==> src/hdl/aes_pkg.sv <==
// shared types, constants and byte-level functions of the aes-128 engine
package aes_pkg;

  localparam int NumKeyWords = 44;
  localparam int KeyWordIdxW = 6;
  localparam int NumRounds   = 10;
  localparam int RoundW      = 4;

  localparam logic CFG_KEY_HIGH = 1'b0;
  localparam logic CFG_KEY_LOW  = 1'b1;

  localparam logic OP_ENCRYPT = 1'b0;
  localparam logic OP_DECRYPT = 1'b1;

  typedef logic [7:0]   byte_t;
  typedef logic [31:0]  word_t;
  typedef logic [127:0] block_t;

  // controller to datapath
  typedef struct packed {
    logic               load;
    logic               do_round;
    logic               last;
    logic               dec;
    logic [RoundW-1:0]  key_round;
  } aes_cmd_t;

  // key schedule control
  typedef struct packed {
    logic start;
  } aes_key_cmd_t;

  typedef struct packed {
    logic busy;
  } aes_key_sts_t;

  function automatic byte_t xtime(input byte_t a);
    xtime = {a[6:0], 1'b0} ^ (a[7] ? 8'h1b : 8'h00);
  endfunction

  function automatic byte_t gf_mul(input byte_t a, input byte_t b);
    byte_t acc;
    byte_t p;
    acc = 8'h00;
    p = a;
    for (int i = 0; i < 8; i++) begin
      if (b[i]) acc = acc ^ p;
      p = xtime(p);
    end
    gf_mul = acc;
  endfunction

  localparam byte_t SBOX [256] = '{
    8'h63,8'h7c,8'h77,8'h7b,8'hf2,8'h6b,8'h6f,8'hc5,8'h30,8'h01,8'h67,8'h2b,8'hfe,8'hd7,8'hab,8'h76,
    8'hca,8'h82,8'hc9,8'h7d,8'hfa,8'h59,8'h47,8'hf0,8'had,8'hd4,8'ha2,8'haf,8'h9c,8'ha4,8'h72,8'hc0,
    8'hb7,8'hfd,8'h93,8'h26,8'h36,8'h3f,8'hf7,8'hcc,8'h34,8'ha5,8'he5,8'hf1,8'h71,8'hd8,8'h31,8'h15,
    8'h04,8'hc7,8'h23,8'hc3,8'h18,8'h96,8'h05,8'h9a,8'h07,8'h12,8'h80,8'he2,8'heb,8'h27,8'hb2,8'h75,
    8'h09,8'h83,8'h2c,8'h1a,8'h1b,8'h6e,8'h5a,8'ha0,8'h52,8'h3b,8'hd6,8'hb3,8'h29,8'he3,8'h2f,8'h84,
    8'h53,8'hd1,8'h00,8'hed,8'h20,8'hfc,8'hb1,8'h5b,8'h6a,8'hcb,8'hbe,8'h39,8'h4a,8'h4c,8'h58,8'hcf,
    8'hd0,8'hef,8'haa,8'hfb,8'h43,8'h4d,8'h33,8'h85,8'h45,8'hf9,8'h02,8'h7f,8'h50,8'h3c,8'h9f,8'ha8,
    8'h51,8'ha3,8'h40,8'h8f,8'h92,8'h9d,8'h38,8'hf5,8'hbc,8'hb6,8'hda,8'h21,8'h10,8'hff,8'hf3,8'hd2,
    8'hcd,8'h0c,8'h13,8'hec,8'h5f,8'h97,8'h44,8'h17,8'hc4,8'ha7,8'h7e,8'h3d,8'h64,8'h5d,8'h19,8'h73,
    8'h60,8'h81,8'h4f,8'hdc,8'h22,8'h2a,8'h90,8'h88,8'h46,8'hee,8'hb8,8'h14,8'hde,8'h5e,8'h0b,8'hdb,
    8'he0,8'h32,8'h3a,8'h0a,8'h49,8'h06,8'h24,8'h5c,8'hc2,8'hd3,8'hac,8'h62,8'h91,8'h95,8'he4,8'h79,
    8'he7,8'hc8,8'h37,8'h6d,8'h8d,8'hd5,8'h4e,8'ha9,8'h6c,8'h56,8'hf4,8'hea,8'h65,8'h7a,8'hae,8'h08,
    8'hba,8'h78,8'h25,8'h2e,8'h1c,8'ha6,8'hb4,8'hc6,8'he8,8'hdd,8'h74,8'h1f,8'h4b,8'hbd,8'h8b,8'h8a,
    8'h70,8'h3e,8'hb5,8'h66,8'h48,8'h03,8'hf6,8'h0e,8'h61,8'h35,8'h57,8'hb9,8'h86,8'hc1,8'h1d,8'h9e,
    8'he1,8'hf8,8'h98,8'h11,8'h69,8'hd9,8'h8e,8'h94,8'h9b,8'h1e,8'h87,8'he9,8'hce,8'h55,8'h28,8'hdf,
    8'h8c,8'ha1,8'h89,8'h0d,8'hbf,8'he6,8'h42,8'h68,8'h41,8'h99,8'h2d,8'h0f,8'hb0,8'h54,8'hbb,8'h16
  };

  localparam byte_t INV_SBOX [256] = '{
    8'h52,8'h09,8'h6a,8'hd5,8'h30,8'h36,8'ha5,8'h38,8'hbf,8'h40,8'ha3,8'h9e,8'h81,8'hf3,8'hd7,8'hfb,
    8'h7c,8'he3,8'h39,8'h82,8'h9b,8'h2f,8'hff,8'h87,8'h34,8'h8e,8'h43,8'h44,8'hc4,8'hde,8'he9,8'hcb,
    8'h54,8'h7b,8'h94,8'h32,8'ha6,8'hc2,8'h23,8'h3d,8'hee,8'h4c,8'h95,8'h0b,8'h42,8'hfa,8'hc3,8'h4e,
    8'h08,8'h2e,8'ha1,8'h66,8'h28,8'hd9,8'h24,8'hb2,8'h76,8'h5b,8'ha2,8'h49,8'h6d,8'h8b,8'hd1,8'h25,
    8'h72,8'hf8,8'hf6,8'h64,8'h86,8'h68,8'h98,8'h16,8'hd4,8'ha4,8'h5c,8'hcc,8'h5d,8'h65,8'hb6,8'h92,
    8'h6c,8'h70,8'h48,8'h50,8'hfd,8'hed,8'hb9,8'hda,8'h5e,8'h15,8'h46,8'h57,8'ha7,8'h8d,8'h9d,8'h84,
    8'h90,8'hd8,8'hab,8'h00,8'h8c,8'hbc,8'hd3,8'h0a,8'hf7,8'he4,8'h58,8'h05,8'hb8,8'hb3,8'h45,8'h06,
    8'hd0,8'h2c,8'h1e,8'h8f,8'hca,8'h3f,8'h0f,8'h02,8'hc1,8'haf,8'hbd,8'h03,8'h01,8'h13,8'h8a,8'h6b,
    8'h3a,8'h91,8'h11,8'h41,8'h4f,8'h67,8'hdc,8'hea,8'h97,8'hf2,8'hcf,8'hce,8'hf0,8'hb4,8'he6,8'h73,
    8'h96,8'hac,8'h74,8'h22,8'he7,8'had,8'h35,8'h85,8'he2,8'hf9,8'h37,8'he8,8'h1c,8'h75,8'hdf,8'h6e,
    8'h47,8'hf1,8'h1a,8'h71,8'h1d,8'h29,8'hc5,8'h89,8'h6f,8'hb7,8'h62,8'h0e,8'haa,8'h18,8'hbe,8'h1b,
    8'hfc,8'h56,8'h3e,8'h4b,8'hc6,8'hd2,8'h79,8'h20,8'h9a,8'hdb,8'hc0,8'hfe,8'h78,8'hcd,8'h5a,8'hf4,
    8'h1f,8'hdd,8'ha8,8'h33,8'h88,8'h07,8'hc7,8'h31,8'hb1,8'h12,8'h10,8'h59,8'h27,8'h80,8'hec,8'h5f,
    8'h60,8'h51,8'h7f,8'ha9,8'h19,8'hb5,8'h4a,8'h0d,8'h2d,8'he5,8'h7a,8'h9f,8'h93,8'hc9,8'h9c,8'hef,
    8'ha0,8'he0,8'h3b,8'h4d,8'hae,8'h2a,8'hf5,8'hb0,8'hc8,8'heb,8'hbb,8'h3c,8'h83,8'h53,8'h99,8'h61,
    8'h17,8'h2b,8'h04,8'h7e,8'hba,8'h77,8'hd6,8'h26,8'he1,8'h69,8'h14,8'h63,8'h55,8'h21,8'h0c,8'h7d
  };

endpackage

==> src/hdl/aes_key_sched.sv <==
// round-key expansion from the 128-bit key, one word per cycle into a memory
module aes_key_sched
  import aes_pkg::*;
(
  input  logic                   clk,
  input  logic                   rst,
  input  aes_key_cmd_t           cmd,
  input  logic [127:0]           key,
  input  logic [KeyWordIdxW-1:0] rd_addr,
  output word_t                  rd_data,
  output aes_key_sts_t           sts
);

  word_t mem [NumKeyWords];
  word_t win [4];
  logic [KeyWordIdxW-1:0] widx;
  byte_t rcon;
  logic busy;
  word_t t;
  word_t new_word;
  word_t rot;

  always_comb begin
    rot = {win[3][23:0], win[3][31:24]};
    if (widx[1:0] == 2'd0) begin
      t = {SBOX[rot[31:24]], SBOX[rot[23:16]], SBOX[rot[15:8]], SBOX[rot[7:0]]} ^
          {rcon, 24'h0};
    end else begin
      t = win[3];
    end
    new_word = win[0] ^ t;
  end

  // restart on a key write; reset starts with the all-zero key
  always_ff @(posedge clk) begin
    if (rst) begin
      busy <= 1'b1;
      widx <= '0;
      rcon <= 8'h01;
      for (int i = 0; i < 4; i++) win[i] <= '0;
    end else if (cmd.start) begin
      busy <= 1'b1;
      widx <= '0;
      rcon <= 8'h01;
      win[0] <= key[127:96];
      win[1] <= key[95:64];
      win[2] <= key[63:32];
      win[3] <= key[31:0];
    end else if (busy) begin
      if (widx < KeyWordIdxW'(4)) begin
        mem[widx] <= win[widx[1:0]];
        widx <= widx + 1'b1;
      end else begin
        mem[widx] <= new_word;
        win[0] <= win[1];
        win[1] <= win[2];
        win[2] <= win[3];
        win[3] <= new_word;
        if (widx[1:0] == 2'd0) rcon <= xtime(rcon);
        if (widx == KeyWordIdxW'(NumKeyWords - 1)) busy <= 1'b0;
        else widx <= widx + 1'b1;
      end
    end
  end

  always_ff @(posedge clk) begin
    rd_data <= mem[rd_addr];
  end

  // a pending restart already counts as busy
  assign sts.busy = busy | cmd.start;

endmodule

==> config.mk <==
export PLATFORM = sky130hd
export DESIGN_NAME = aes_key_sched
export DESIGN_NICKNAME = d
export VERILOG_FILES = /design/src/hdl/aes_pkg.sv /design/src/hdl/aes_key_sched.sv
export SDC_FILE = /design/constraint.sdc
export NUM_CORES = 2
export LEC_CHECK = 0
export ABC_AREA = 1
export BUFFER_PORTS_ARGS = -buffer_cell sky130_fd_sc_hd__buf_2
export CAP_MARGIN = 20
export CELL_PAD_IN_SITES_DETAIL_PLACEMENT = 0
export CELL_PAD_IN_SITES_GLOBAL_PLACEMENT = 1
export CORE_MARGIN = 2
export CORE_UTILIZATION = 45
export CTS_CLUSTER_DIAMETER = 120
export DETAILED_ROUTE_END_ITERATION = 7
export PLACE_DENSITY_LB_ADDON = 0.1
export SYNTH_ARGS = -nofsm -noshare
export SYNTH_HDL_FRONTEND = slang
export SYNTH_SLANG_ARGS = --single-unit
==> constraint.sdc <==
create_clock -name clk -period 4.7 [get_ports clk]
set_clock_uncertainty 0.2 [all_clocks]
set_input_delay 0 -clock clk [delete_from_list [all_inputs] [get_ports clk]]
set_output_delay 0 -clock clk [all_outputs]
set_load 0.01 [all_outputs]
==> reports/metrics.csv <==
metric;value;unit
status;finished clean;
synth.top_cell.area_share;0.618;
ys_seq_area_frac;0.631;
io_buffers;169;
yosys_warnings;0;
avgSynthCellArea;10.0;sq um
dp_hpwl;176000;microns
max_freq;224;MHz
finalSetupTns;0;ns
maxSlewHeadroom;0.253;
final.min_clock_period;4.46;ns
cap_violations;0;
worst_slew_pin_slew;1.12;ns
cts_root_buf;clkbuf_16;
insertion_delay;0.83;ns
grt_max_degree;202;
h-tree-depth;4;
die_w;411;microns
cp-endpoint;mem[16][15];
area_growth_syn_to_layout;17.8;%
fp.coreArea;165000;sq um
grt_pass1_vias;59060;
fin_crit_sh;0.948;
startpoint_type;flip-flop;
drt_wl_total;290000;microns
grt_usage;0.337;
p_leak;31.3;nW
overflow;0;
hold_path.class;in2reg;
cp_max_fo;44;
yosysTopAreaCell;edfxtp_1;
ys.flop_type;edfxtp_1;
routedWlPerCell;28.4;microns
required;5.05;ns
p_per_area;383;nW/um^2
finalSetupViolCount;0;
antenna_found_initial;9;
dr.pass1.iters;6;
drive_gt1_frac;0.0943;
r2r-start;win[3][0];
path_class;reg2reg;
stdcell_count;10213;
syn_nets;7624;
vias_per_cell;6.12;
ant_nets;0;
cts_setup_buffers;0;
grt_setup_unrepaired;false;
end_kind;flip-flop;
core.rowCount;149;
rr_worst_depth;18;
dieArea;169000;sq um
synthTopCellsByCount;edfxtp_1, o21ai_0, nor2_1;
irDropWorstVdd;0.404;mV
dp.cells;9507;
ys_seq_elements;1585;
num_io_pins;170;
clockBufferDepth;3;
synth_cells;7425;
yosysMostFrequentCell;edfxtp_1;
cp-startpoint;win[3][0];
clk_pin_slew;0.06;ns
maxSlewViolCount;0;
cts_buffers;169;
worstPathArrival;4.80;ns
reg2reg_to;mem[16][15];
grt_pass1_wl;416000;microns
clock_sinks;1585;
final_nets;8079;
rrSetupSlack;0.24;ns
synthArstFlopShare;0;
vias;62482;
netlist_area;74600;sq um
die_h;411;microns
ctsResizeCount;0;
holdBufCountCts;391;
synth_cell_types;35;
gp_congestion;1.01;
start_util;0.453;
drt-initial-drc-count;7539;
drcViolationCount;0;
yosys-top-cells-area;edfxtp_1, o21ai_0, nor2_1;
hold_viol_final;0;
synth_enable_flop_cells;1536;
cts_tree;built;
## flip-flops by register name (all words and copies together), names as in the netlist, named ones only
signal   count
widx         6
busy         1
mem       1408
rd_data     32
rcon         8
win        128
## worst min-delay path by stage
| stage | start | to | slack, ns | cells after the start |
|---|---|---|---|---|
| after floorplan | cmd | sts | -0.08 | 2 |
| after global placement | key[37] | win[2][5] | 0.08 | 3 |
| after detailed placement | key[6] | win[3][6] | 0.08 | 3 |
| after CTS | rst | widx[2] | 0.007 | 5 |
| after global routing | rst | widx[2] | 0.03 | 5 |
| final | rst | widx[2] | 0.04 | 5 |
## layer usage
| layer | global-route usage | part of all wire | up-vias |
|---|---|---|---|
| met1 | 0.453 | 0.41 | 30964 |
| li1 | - | - | 27694 |
| met3 | 0.0479 | 0.077 | 667 |
| met5 | 0 | 0.000041 | - |
| met4 | 0.151 | 0.049 | 2 |
| met2 | 0.543 | 0.47 | 3155 |
## area by class of cell
type,instances,area [sq um]
Fill cell,14631,76900
Antenna cell,7,17.5
Timing Repair Buffer,825,7240
Inverter,268,1030
Clock inverter,79,697
Sequential cell,1585,47100
Clock buffer,229,4670
Multi-Input combinational cell,5031,24400
Tap cell,2189,2740
## layout by cell type, fill, tap and decap left out, drive strengths merged, types with 75 or more instances in the layout
cell         Yosys  layout
a21oi          203     203
nor2          1098    1098
buf            237     434
o21ai         1190    1190
o211ai         109     109
inv            257     261
edfxtp        1536    1536
nand3          788     788
o22ai          372     372
dlygate4sd3      0     391
nand2         1080    1080
clkbuf         304     229
clkinv          11      75
## through the flow
step | setup slack, ns | hold WS (ns) | power, mW | cell area [sq um] | util
2_1_floorplan | 1.35 | -0.0844 | 18.8 | 74600 | -
3_3_place_gp | 0.372 | 0.0765 | 20.6 | 78600 | 0.477
3_5_place_dp | 0.414 | 0.0770 | 20.6 | 78600 | 0.477
4_1_cts | 0.372 | 0.00669 | 33.7 | 87900 | 0.533
5_1_grt | 0.0720 | 0.0313 | 34.7 | 87900 | 0.534
6_report | 0.245 | 0.0433 | 33.7 | 87900 | 0.534
## cells by family after synthesis
kind of cell / share of synthesized area
AOI/OAI and AO/OA: 0.145
xor gates and xnor gates: 0.000352
adders and majority gates: 0.0104
buffers and inverters: 0.0461
DFF: 0.631
and+or+nand+nor: 0.166
## where the power goes
group | leakage, nW | total (mW) | internal (mW) | switching, mW
sequential | 14.6 | 16.0 | 15.9 | 0.0810
combinational | 14.0 | 4.66 | 1.30 | 3.36
clock | 2.64 | 13.1 | 7.51 | 5.55
total | 31.3 | 33.7 | 24.7 | 8.99
## worst max-delay path, stage by stage, from the launching register on
cell,delay (ns)
edfxtp_1,0.70
inv_1,0.37
ha_1,0.44
inv_1,0.11
nand2_1,0.09
nor2_1,0.26
nand2_1,0.22
o21ai_0,0.12
inv_1,0.11
nand2_1,0.06
o21ai_0,0.08
nand2_1,0.09
nand3_1,0.07
nand3_1,0.10
nand3_1,0.26
nand3_1,0.14
nand3_1,0.10
nand2_1,0.17
buf_4,0.43
Power figures use the tool's default switching activity.
