### src/hdl/aes_pkg.sv
// shared types, constants and byte-level functions of the aes-128 engine
package aes_pkg;

  localparam int NumKeyWords = 44;
  localparam int KeyWordIdxW = 6;
  localparam int NumRounds   = 10;
  localparam int RoundW      = 4;

  localparam logic CFG_KEY_HIGH = 1'b0;
  localparam logic CFG_KEY_LOW  = 1'b1;

  localparam logic OP_ENCRYPT = 1'b0;
  localparam logic OP_DECRYPT = 1'b1;

  typedef logic [7:0]   byte_t;
  typedef logic [31:0]  word_t;
  typedef logic [127:0] block_t;

  // controller to datapath
  typedef struct packed {
    logic               load;
    logic               do_round;
    logic               last;
    logic               dec;
    logic [RoundW-1:0]  key_round;
  } aes_cmd_t;

  // key schedule control
  typedef struct packed {
    logic start;
  } aes_key_cmd_t;

  typedef struct packed {
    logic busy;
  } aes_key_sts_t;

  function automatic byte_t xtime(input byte_t a);
    xtime = {a[6:0], 1'b0} ^ (a[7] ? 8'h1b : 8'h00);
  endfunction

  function automatic byte_t gf_mul(input byte_t a, input byte_t b);
    byte_t acc;
    byte_t p;
    acc = 8'h00;
    p = a;
    for (int i = 0; i < 8; i++) begin
      if (b[i]) acc = acc ^ p;
      p = xtime(p);
    end
    gf_mul = acc;
  endfunction

  localparam byte_t SBOX [256] = '{
    8'h63,8'h7c,8'h77,8'h7b,8'hf2,8'h6b,8'h6f,8'hc5,8'h30,8'h01,8'h67,8'h2b,8'hfe,8'hd7,8'hab,8'h76,
    8'hca,8'h82,8'hc9,8'h7d,8'hfa,8'h59,8'h47,8'hf0,8'had,8'hd4,8'ha2,8'haf,8'h9c,8'ha4,8'h72,8'hc0,
    8'hb7,8'hfd,8'h93,8'h26,8'h36,8'h3f,8'hf7,8'hcc,8'h34,8'ha5,8'he5,8'hf1,8'h71,8'hd8,8'h31,8'h15,
    8'h04,8'hc7,8'h23,8'hc3,8'h18,8'h96,8'h05,8'h9a,8'h07,8'h12,8'h80,8'he2,8'heb,8'h27,8'hb2,8'h75,
    8'h09,8'h83,8'h2c,8'h1a,8'h1b,8'h6e,8'h5a,8'ha0,8'h52,8'h3b,8'hd6,8'hb3,8'h29,8'he3,8'h2f,8'h84,
    8'h53,8'hd1,8'h00,8'hed,8'h20,8'hfc,8'hb1,8'h5b,8'h6a,8'hcb,8'hbe,8'h39,8'h4a,8'h4c,8'h58,8'hcf,
    8'hd0,8'hef,8'haa,8'hfb,8'h43,8'h4d,8'h33,8'h85,8'h45,8'hf9,8'h02,8'h7f,8'h50,8'h3c,8'h9f,8'ha8,
    8'h51,8'ha3,8'h40,8'h8f,8'h92,8'h9d,8'h38,8'hf5,8'hbc,8'hb6,8'hda,8'h21,8'h10,8'hff,8'hf3,8'hd2,
    8'hcd,8'h0c,8'h13,8'hec,8'h5f,8'h97,8'h44,8'h17,8'hc4,8'ha7,8'h7e,8'h3d,8'h64,8'h5d,8'h19,8'h73,
    8'h60,8'h81,8'h4f,8'hdc,8'h22,8'h2a,8'h90,8'h88,8'h46,8'hee,8'hb8,8'h14,8'hde,8'h5e,8'h0b,8'hdb,
    8'he0,8'h32,8'h3a,8'h0a,8'h49,8'h06,8'h24,8'h5c,8'hc2,8'hd3,8'hac,8'h62,8'h91,8'h95,8'he4,8'h79,
    8'he7,8'hc8,8'h37,8'h6d,8'h8d,8'hd5,8'h4e,8'ha9,8'h6c,8'h56,8'hf4,8'hea,8'h65,8'h7a,8'hae,8'h08,
    8'hba,8'h78,8'h25,8'h2e,8'h1c,8'ha6,8'hb4,8'hc6,8'he8,8'hdd,8'h74,8'h1f,8'h4b,8'hbd,8'h8b,8'h8a,
    8'h70,8'h3e,8'hb5,8'h66,8'h48,8'h03,8'hf6,8'h0e,8'h61,8'h35,8'h57,8'hb9,8'h86,8'hc1,8'h1d,8'h9e,
    8'he1,8'hf8,8'h98,8'h11,8'h69,8'hd9,8'h8e,8'h94,8'h9b,8'h1e,8'h87,8'he9,8'hce,8'h55,8'h28,8'hdf,
    8'h8c,8'ha1,8'h89,8'h0d,8'hbf,8'he6,8'h42,8'h68,8'h41,8'h99,8'h2d,8'h0f,8'hb0,8'h54,8'hbb,8'h16
  };

  localparam byte_t INV_SBOX [256] = '{
    8'h52,8'h09,8'h6a,8'hd5,8'h30,8'h36,8'ha5,8'h38,8'hbf,8'h40,8'ha3,8'h9e,8'h81,8'hf3,8'hd7,8'hfb,
    8'h7c,8'he3,8'h39,8'h82,8'h9b,8'h2f,8'hff,8'h87,8'h34,8'h8e,8'h43,8'h44,8'hc4,8'hde,8'he9,8'hcb,
    8'h54,8'h7b,8'h94,8'h32,8'ha6,8'hc2,8'h23,8'h3d,8'hee,8'h4c,8'h95,8'h0b,8'h42,8'hfa,8'hc3,8'h4e,
    8'h08,8'h2e,8'ha1,8'h66,8'h28,8'hd9,8'h24,8'hb2,8'h76,8'h5b,8'ha2,8'h49,8'h6d,8'h8b,8'hd1,8'h25,
    8'h72,8'hf8,8'hf6,8'h64,8'h86,8'h68,8'h98,8'h16,8'hd4,8'ha4,8'h5c,8'hcc,8'h5d,8'h65,8'hb6,8'h92,
    8'h6c,8'h70,8'h48,8'h50,8'hfd,8'hed,8'hb9,8'hda,8'h5e,8'h15,8'h46,8'h57,8'ha7,8'h8d,8'h9d,8'h84,
    8'h90,8'hd8,8'hab,8'h00,8'h8c,8'hbc,8'hd3,8'h0a,8'hf7,8'he4,8'h58,8'h05,8'hb8,8'hb3,8'h45,8'h06,
    8'hd0,8'h2c,8'h1e,8'h8f,8'hca,8'h3f,8'h0f,8'h02,8'hc1,8'haf,8'hbd,8'h03,8'h01,8'h13,8'h8a,8'h6b,
    8'h3a,8'h91,8'h11,8'h41,8'h4f,8'h67,8'hdc,8'hea,8'h97,8'hf2,8'hcf,8'hce,8'hf0,8'hb4,8'he6,8'h73,
    8'h96,8'hac,8'h74,8'h22,8'he7,8'had,8'h35,8'h85,8'he2,8'hf9,8'h37,8'he8,8'h1c,8'h75,8'hdf,8'h6e,
    8'h47,8'hf1,8'h1a,8'h71,8'h1d,8'h29,8'hc5,8'h89,8'h6f,8'hb7,8'h62,8'h0e,8'haa,8'h18,8'hbe,8'h1b,
    8'hfc,8'h56,8'h3e,8'h4b,8'hc6,8'hd2,8'h79,8'h20,8'h9a,8'hdb,8'hc0,8'hfe,8'h78,8'hcd,8'h5a,8'hf4,
    8'h1f,8'hdd,8'ha8,8'h33,8'h88,8'h07,8'hc7,8'h31,8'hb1,8'h12,8'h10,8'h59,8'h27,8'h80,8'hec,8'h5f,
    8'h60,8'h51,8'h7f,8'ha9,8'h19,8'hb5,8'h4a,8'h0d,8'h2d,8'he5,8'h7a,8'h9f,8'h93,8'hc9,8'h9c,8'hef,
    8'ha0,8'he0,8'h3b,8'h4d,8'hae,8'h2a,8'hf5,8'hb0,8'hc8,8'heb,8'hbb,8'h3c,8'h83,8'h53,8'h99,8'h61,
    8'h17,8'h2b,8'h04,8'h7e,8'hba,8'h77,8'hd6,8'h26,8'he1,8'h69,8'h14,8'h63,8'h55,8'h21,8'h0c,8'h7d
  };

endpackage

### src/hdl/aes_ctrl.sv
// round sequencer: key word fetch, round count and handshakes
module aes_ctrl
  import aes_pkg::*;
(
  input  logic                   clk,
  input  logic                   rst,
  input  logic                   in_valid,
  output logic                   in_ready,
  input  logic                   in_op,
  output logic                   out_valid,
  input  logic                   out_ready,
  input  aes_key_sts_t           key_sts,
  output logic [KeyWordIdxW-1:0] key_addr,
  output logic [1:0]             key_col,
  output aes_cmd_t               cmd
);

  localparam logic [2:0] ST_IDLE  = 3'd0;
  localparam logic [2:0] ST_FETCH = 3'd1;
  localparam logic [2:0] ST_DONE  = 3'd2;

  logic [2:0]        state, state_next;
  logic              dec;
  logic [RoundW-1:0] rnd;   // key round now being fetched
  logic [RoundW-1:0] steps; // rounds applied
  logic [2:0]        wcnt;  // 0..5: four word reads, read latency, then the round
  logic              fetch_done;
  logic              in_op_seen; // set once initial key addition is done

  assign in_ready  = (state == ST_IDLE) && !key_sts.busy;
  assign out_valid = (state == ST_DONE);
  // the key memory read is registered, so key_col trails the read address by one word
  assign key_addr  = KeyWordIdxW'({rnd, 2'b00}) + KeyWordIdxW'(wcnt[1:0]);
  assign key_col   = wcnt[1:0] - 2'd1;
  assign fetch_done = (wcnt == 3'd5);

  always_comb begin
    cmd.dec       = dec;
    cmd.key_round = rnd;
    cmd.load      = (state == ST_FETCH) && fetch_done && (steps == '0) && !in_op_seen;
    cmd.do_round  = (state == ST_FETCH) && fetch_done && in_op_seen;
    cmd.last      = (steps == RoundW'(NumRounds - 1));
  end

  always_comb begin
    state_next = state;
    case (state)
      ST_IDLE:  if (in_valid && in_ready) state_next = ST_FETCH;
      ST_FETCH: if (fetch_done && in_op_seen && cmd.last) state_next = ST_DONE;
      ST_DONE:  if (out_ready) state_next = ST_IDLE;
      default:  state_next = ST_IDLE;
    endcase
  end

  always_ff @(posedge clk) begin
    if (rst) begin
      state <= ST_IDLE;
      dec <= OP_ENCRYPT;
      rnd <= '0;
      steps <= '0;
      wcnt <= '0;
      in_op_seen <= 1'b0;
    end else begin
      state <= state_next;
      case (state)
        ST_IDLE: begin
          if (in_valid && in_ready) begin
            dec <= in_op;
            rnd <= (in_op == OP_DECRYPT) ? RoundW'(NumRounds) : '0;
            steps <= '0;
            wcnt <= '0;
            in_op_seen <= 1'b0;
          end
        end
        ST_FETCH: begin
          if (fetch_done) begin
            wcnt <= '0;
            if (in_op_seen) steps <= steps + 1'b1;
            in_op_seen <= 1'b1;
            rnd <= dec ? rnd - 1'b1 : rnd + 1'b1;
          end else begin
            wcnt <= wcnt + 1'b1;
          end
        end
        default: ;
      endcase
    end
  end

endmodule
### config.mk
export PLATFORM = sky130hd
export DESIGN_NAME = aes_ctrl
export DESIGN_NICKNAME = d
export VERILOG_FILES = /design/src/hdl/aes_pkg.sv /design/src/hdl/aes_ctrl.sv
export SDC_FILE = /design/constraint.sdc
export NUM_CORES = 1
export LEC_CHECK = 0
export ABC_AREA = 1
export BUFFER_PORTS_ARGS = -buffer_cell sky130_fd_sc_hd__buf_2
export CAP_MARGIN = 20
export CORE_AREA = 2 2 54 43
export DETAILED_ROUTE_END_ITERATION = 8
export DIE_AREA = 0 0 56 45
export HOLD_SLACK_MARGIN = 0.02
export PLACE_DENSITY = 0.86
export SLEW_MARGIN = 20
export SYNTH_ARGS = -nofsm -noshare
export SYNTH_HDL_FRONTEND = slang
export SYNTH_SLANG_ARGS = --single-unit
### constraint.sdc
create_clock -name clk -period 2.03 [get_ports clk]
set_input_delay 0.203 -clock clk [delete_from_list [all_inputs] [get_ports clk]]
set_output_delay 0.203 -clock clk [all_outputs]
set_load 0.05 [all_outputs]
==> qor.txt <==
synthesis-stage register bit count = 15
Net Count, Synth = 149
final WL = 1840 um
H-tree depth reported by CTS = 1
drt first pass iters = 4
Setup TNS = 0 ps
final number of hold-violating endpoints = 0
Cell Pwr Density = 650 nW/um2
Hold Path Origin = rst
Root Buffer = clkbuf_4
Slew headroom = 0.820
final setup fails = 0
CP required = 1830 ps
Worst R2R Setup Slack = 600 ps
critical path class = reg2out
Post-CTS Setup Bufs = 0
initial antenna violation count = 0
area occupied by multi-input gates = 520 um2
Via density = 4.94
post-route minimum period = 1830 ps
Clock Path Buffers = 2
adder-cell area share of the yosys netlist = 0.125
Synth cell types = 22
Area growth syn-to-layout = 11.8%
top-area cell type share of the netlist area = 0.313
GRT overflow = 0
largest cells by area after synthesis = dfxtp_1 31%, nand2_1 11%, ha_1 10%, inv_1 8.2%, a21oi_1 6.3%
die height = 45 um
layout cells sized above 1 = 0.242
fillers = 201
crit path DAT = 1630 ps
RSZ-0062 raised after global routing = no
Hold Path End = steps[1]$_SDFFE_PP0P_
CP startpoint kind = flip-flop
TritonCTS Buffers = 3
HP Class = in2reg
Synth Area in Compound Gates = 0.122
dpl hpwl = 1420 um
Worst-path clk slew = 90 ps
NumNets Final = 169
portion of netlist area occupied by mux cells = 0
Max Clk Rate = 545 MHz
count of input and output buffers = 23
largest family of logic cells by synthesized area = simple AND/OR/NAND/NOR gates
max_cap viols = 0
CTS tree = yes
Initial Utilization = 0.490
static leakage = 0.576 nW
Die ar. = 2520 um2
CTS-repair resized insts = 0
post-route antenna net violation count = 0
Synth Area in XOR/XNOR = 0.00911
Warnings, synthesis = 0
synthesized cell area = 961 um2
cell taking the most area after synthesis = dfxtp_1
final period utilization = 0.903
fin. max-slew vios = 0
n_diodes = 0
core area = 1960 um2
Clock Skew = 0.778 ps
register area share after synthesis = 0.313
R2R depth = 4
wire length per cell = 10.4 um
GPL Wtd Cong = 0.871
first-pass GRT wire length = 3120 um
total number of vias = 875
Least-Margin Pin Slew = 268 ps
worst vdd ir = 0.000486 V
Crit. End Element = output port
vias in the first global route = 749
DRC errors left = 0
total power = 0.000698 W
Seq. cell area = 300 um2
outcome = completed
Mapped Avg Cell Area = 7.17 um2
pin count of the biggest net entering global routing = 13
# IOs = 24
worst-path maximum fanout = 6
RR Startpoint = rnd[0]$_SDFFE_PP0P_
Clock Latency Late Sink = 290 ps
Critical R2R Capture = rnd[1]$_SDFFE_PP0P_
Total GRT Usage = 0.162
row cnt = 14
Simple-Gate Fraction of Synth Area = 0.279
clock sinks = 15
cells after synthesis = 134
cts hold-fix bufs = 0
Die X-Extent = 56 um
drt initial violations = 10
hold depth = 2
routing by layer:
layer  up-vias  track usage  wire length, um
met5         -            0                0
met2        25        0.266              793
met3         4       0.0630              145
met1       390        0.199              873
li1        456            -                -
met4         0       0.0571               25
layout make-up:
class	instances	share of cell area
Tap cell	24	0.0279
Timing Repair Buffer	23	0.107
Inverter	22	0.0768
Clock buffer	4	0.0244
Multi-Input combinational cell	89	0.484
Sequential cell	15	0.279
through the flow:
| stage | worst slack (ps) | utilization | cell area (um2) | std cells | hold WS [ps] |
|---|---|---|---|---|---|
| after CTS | 185 | 0.548 | 1070 | 177 | 140 |
| after global routing | 14.8 | 0.548 | 1070 | 177 | 128 |
| final | 197 | 0.548 | 1070 | 177 | 155 |
| after global placement | 579 | 0.534 | 1050 | 173 | 446 |
| after detailed placement | 508 | 0.534 | 1050 | 173 | 446 |
| after floorplan | 178 | - | 967 | 134 | 272 |
report_power, final:
part / internal (W) / switching (W)
logic: 0.0000509 / 0.000150
clock network: 0.0000765 / 0.0000977
registers: 0.000307 / 0.0000167
total: 0.000435 / 0.000264
kinds of logic after synthesis:
logic type | after synthesis
XOR/XNOR | 1
adder cells (fa/ha/maj) | 9
AND/OR/NAND/NOR | 57
AO/OA/AOI/OAI | 22
flip-flops | 15
buffers and inverters | 30
flip-flops by register name, indices dropped and copies added, names as in the netlist:
| signal | flops |
|---|---|
| dec | 1 |
| in_op_seen | 1 |
| rnd | 4 |
| state | 2 |
| steps | 4 |
| wcnt | 3 |
critical path: stages, from the launching register on:
cell	delay, ps
dfxtp_1	420
ha_1	200
nand2_1	70
inv_1	110
nand2_4	90
nor4_2	150
buf_2	300
worst max-delay path by stage:
stage	startpoint	endpoint	slack [ps]
global route	wcnt[0]$_SDFFE_PP0P_	cmd[7]	10
detailed placement	wcnt[0]$_SDFFE_PP0P_	cmd[7]	510
CTS	wcnt[0]$_SDFFE_PP0P_	cmd[7]	190
floorplan	wcnt[0]$_SDFFE_PP0P_	cmd[7]	180
finish	wcnt[0]$_SDFFE_PP0P_	cmd[7]	200
global placement	wcnt[0]$_SDFFE_PP0P_	cmd[7]	580
cells in the mapped netlist:
library cell	n
a21boi_2	1
xnor2_1	1
ha_1	8
nor2_1	10
nor4_1	1
nand2_1	28
o22ai_1	1
buf_6	1
buf_4	7
dfxtp_1	15
o21ai_0	8
inv_2	1
nand2_2	2
nand3_1	8
or2_2	2
nand2_4	2
nor3_1	2
a21oi_1	12
nor2_4	1
nand3_2	1
inv_1	21
fa_1	1
cell usage in the layout, fill, tap and decap left out:
cell type and count:
a21boi_2 1, a21oi_1 12, buf_2 23, clkbuf_1 1, clkbuf_4 3, dfxtp_1 15, fa_1 1, ha_1 8
inv_1 21, inv_2 1, nand2_1 28, nand2_2 2, nand2_4 2, nand3_1 8, nand3_2 1, nor2_1 10
nor2_4 1, nor3_1 2, nor4_2 1, o21ai_0 8, o22ai_1 1, or2_2 2, xnor2_1 1
No activity file was read; power rests on OpenSTA's default activity.
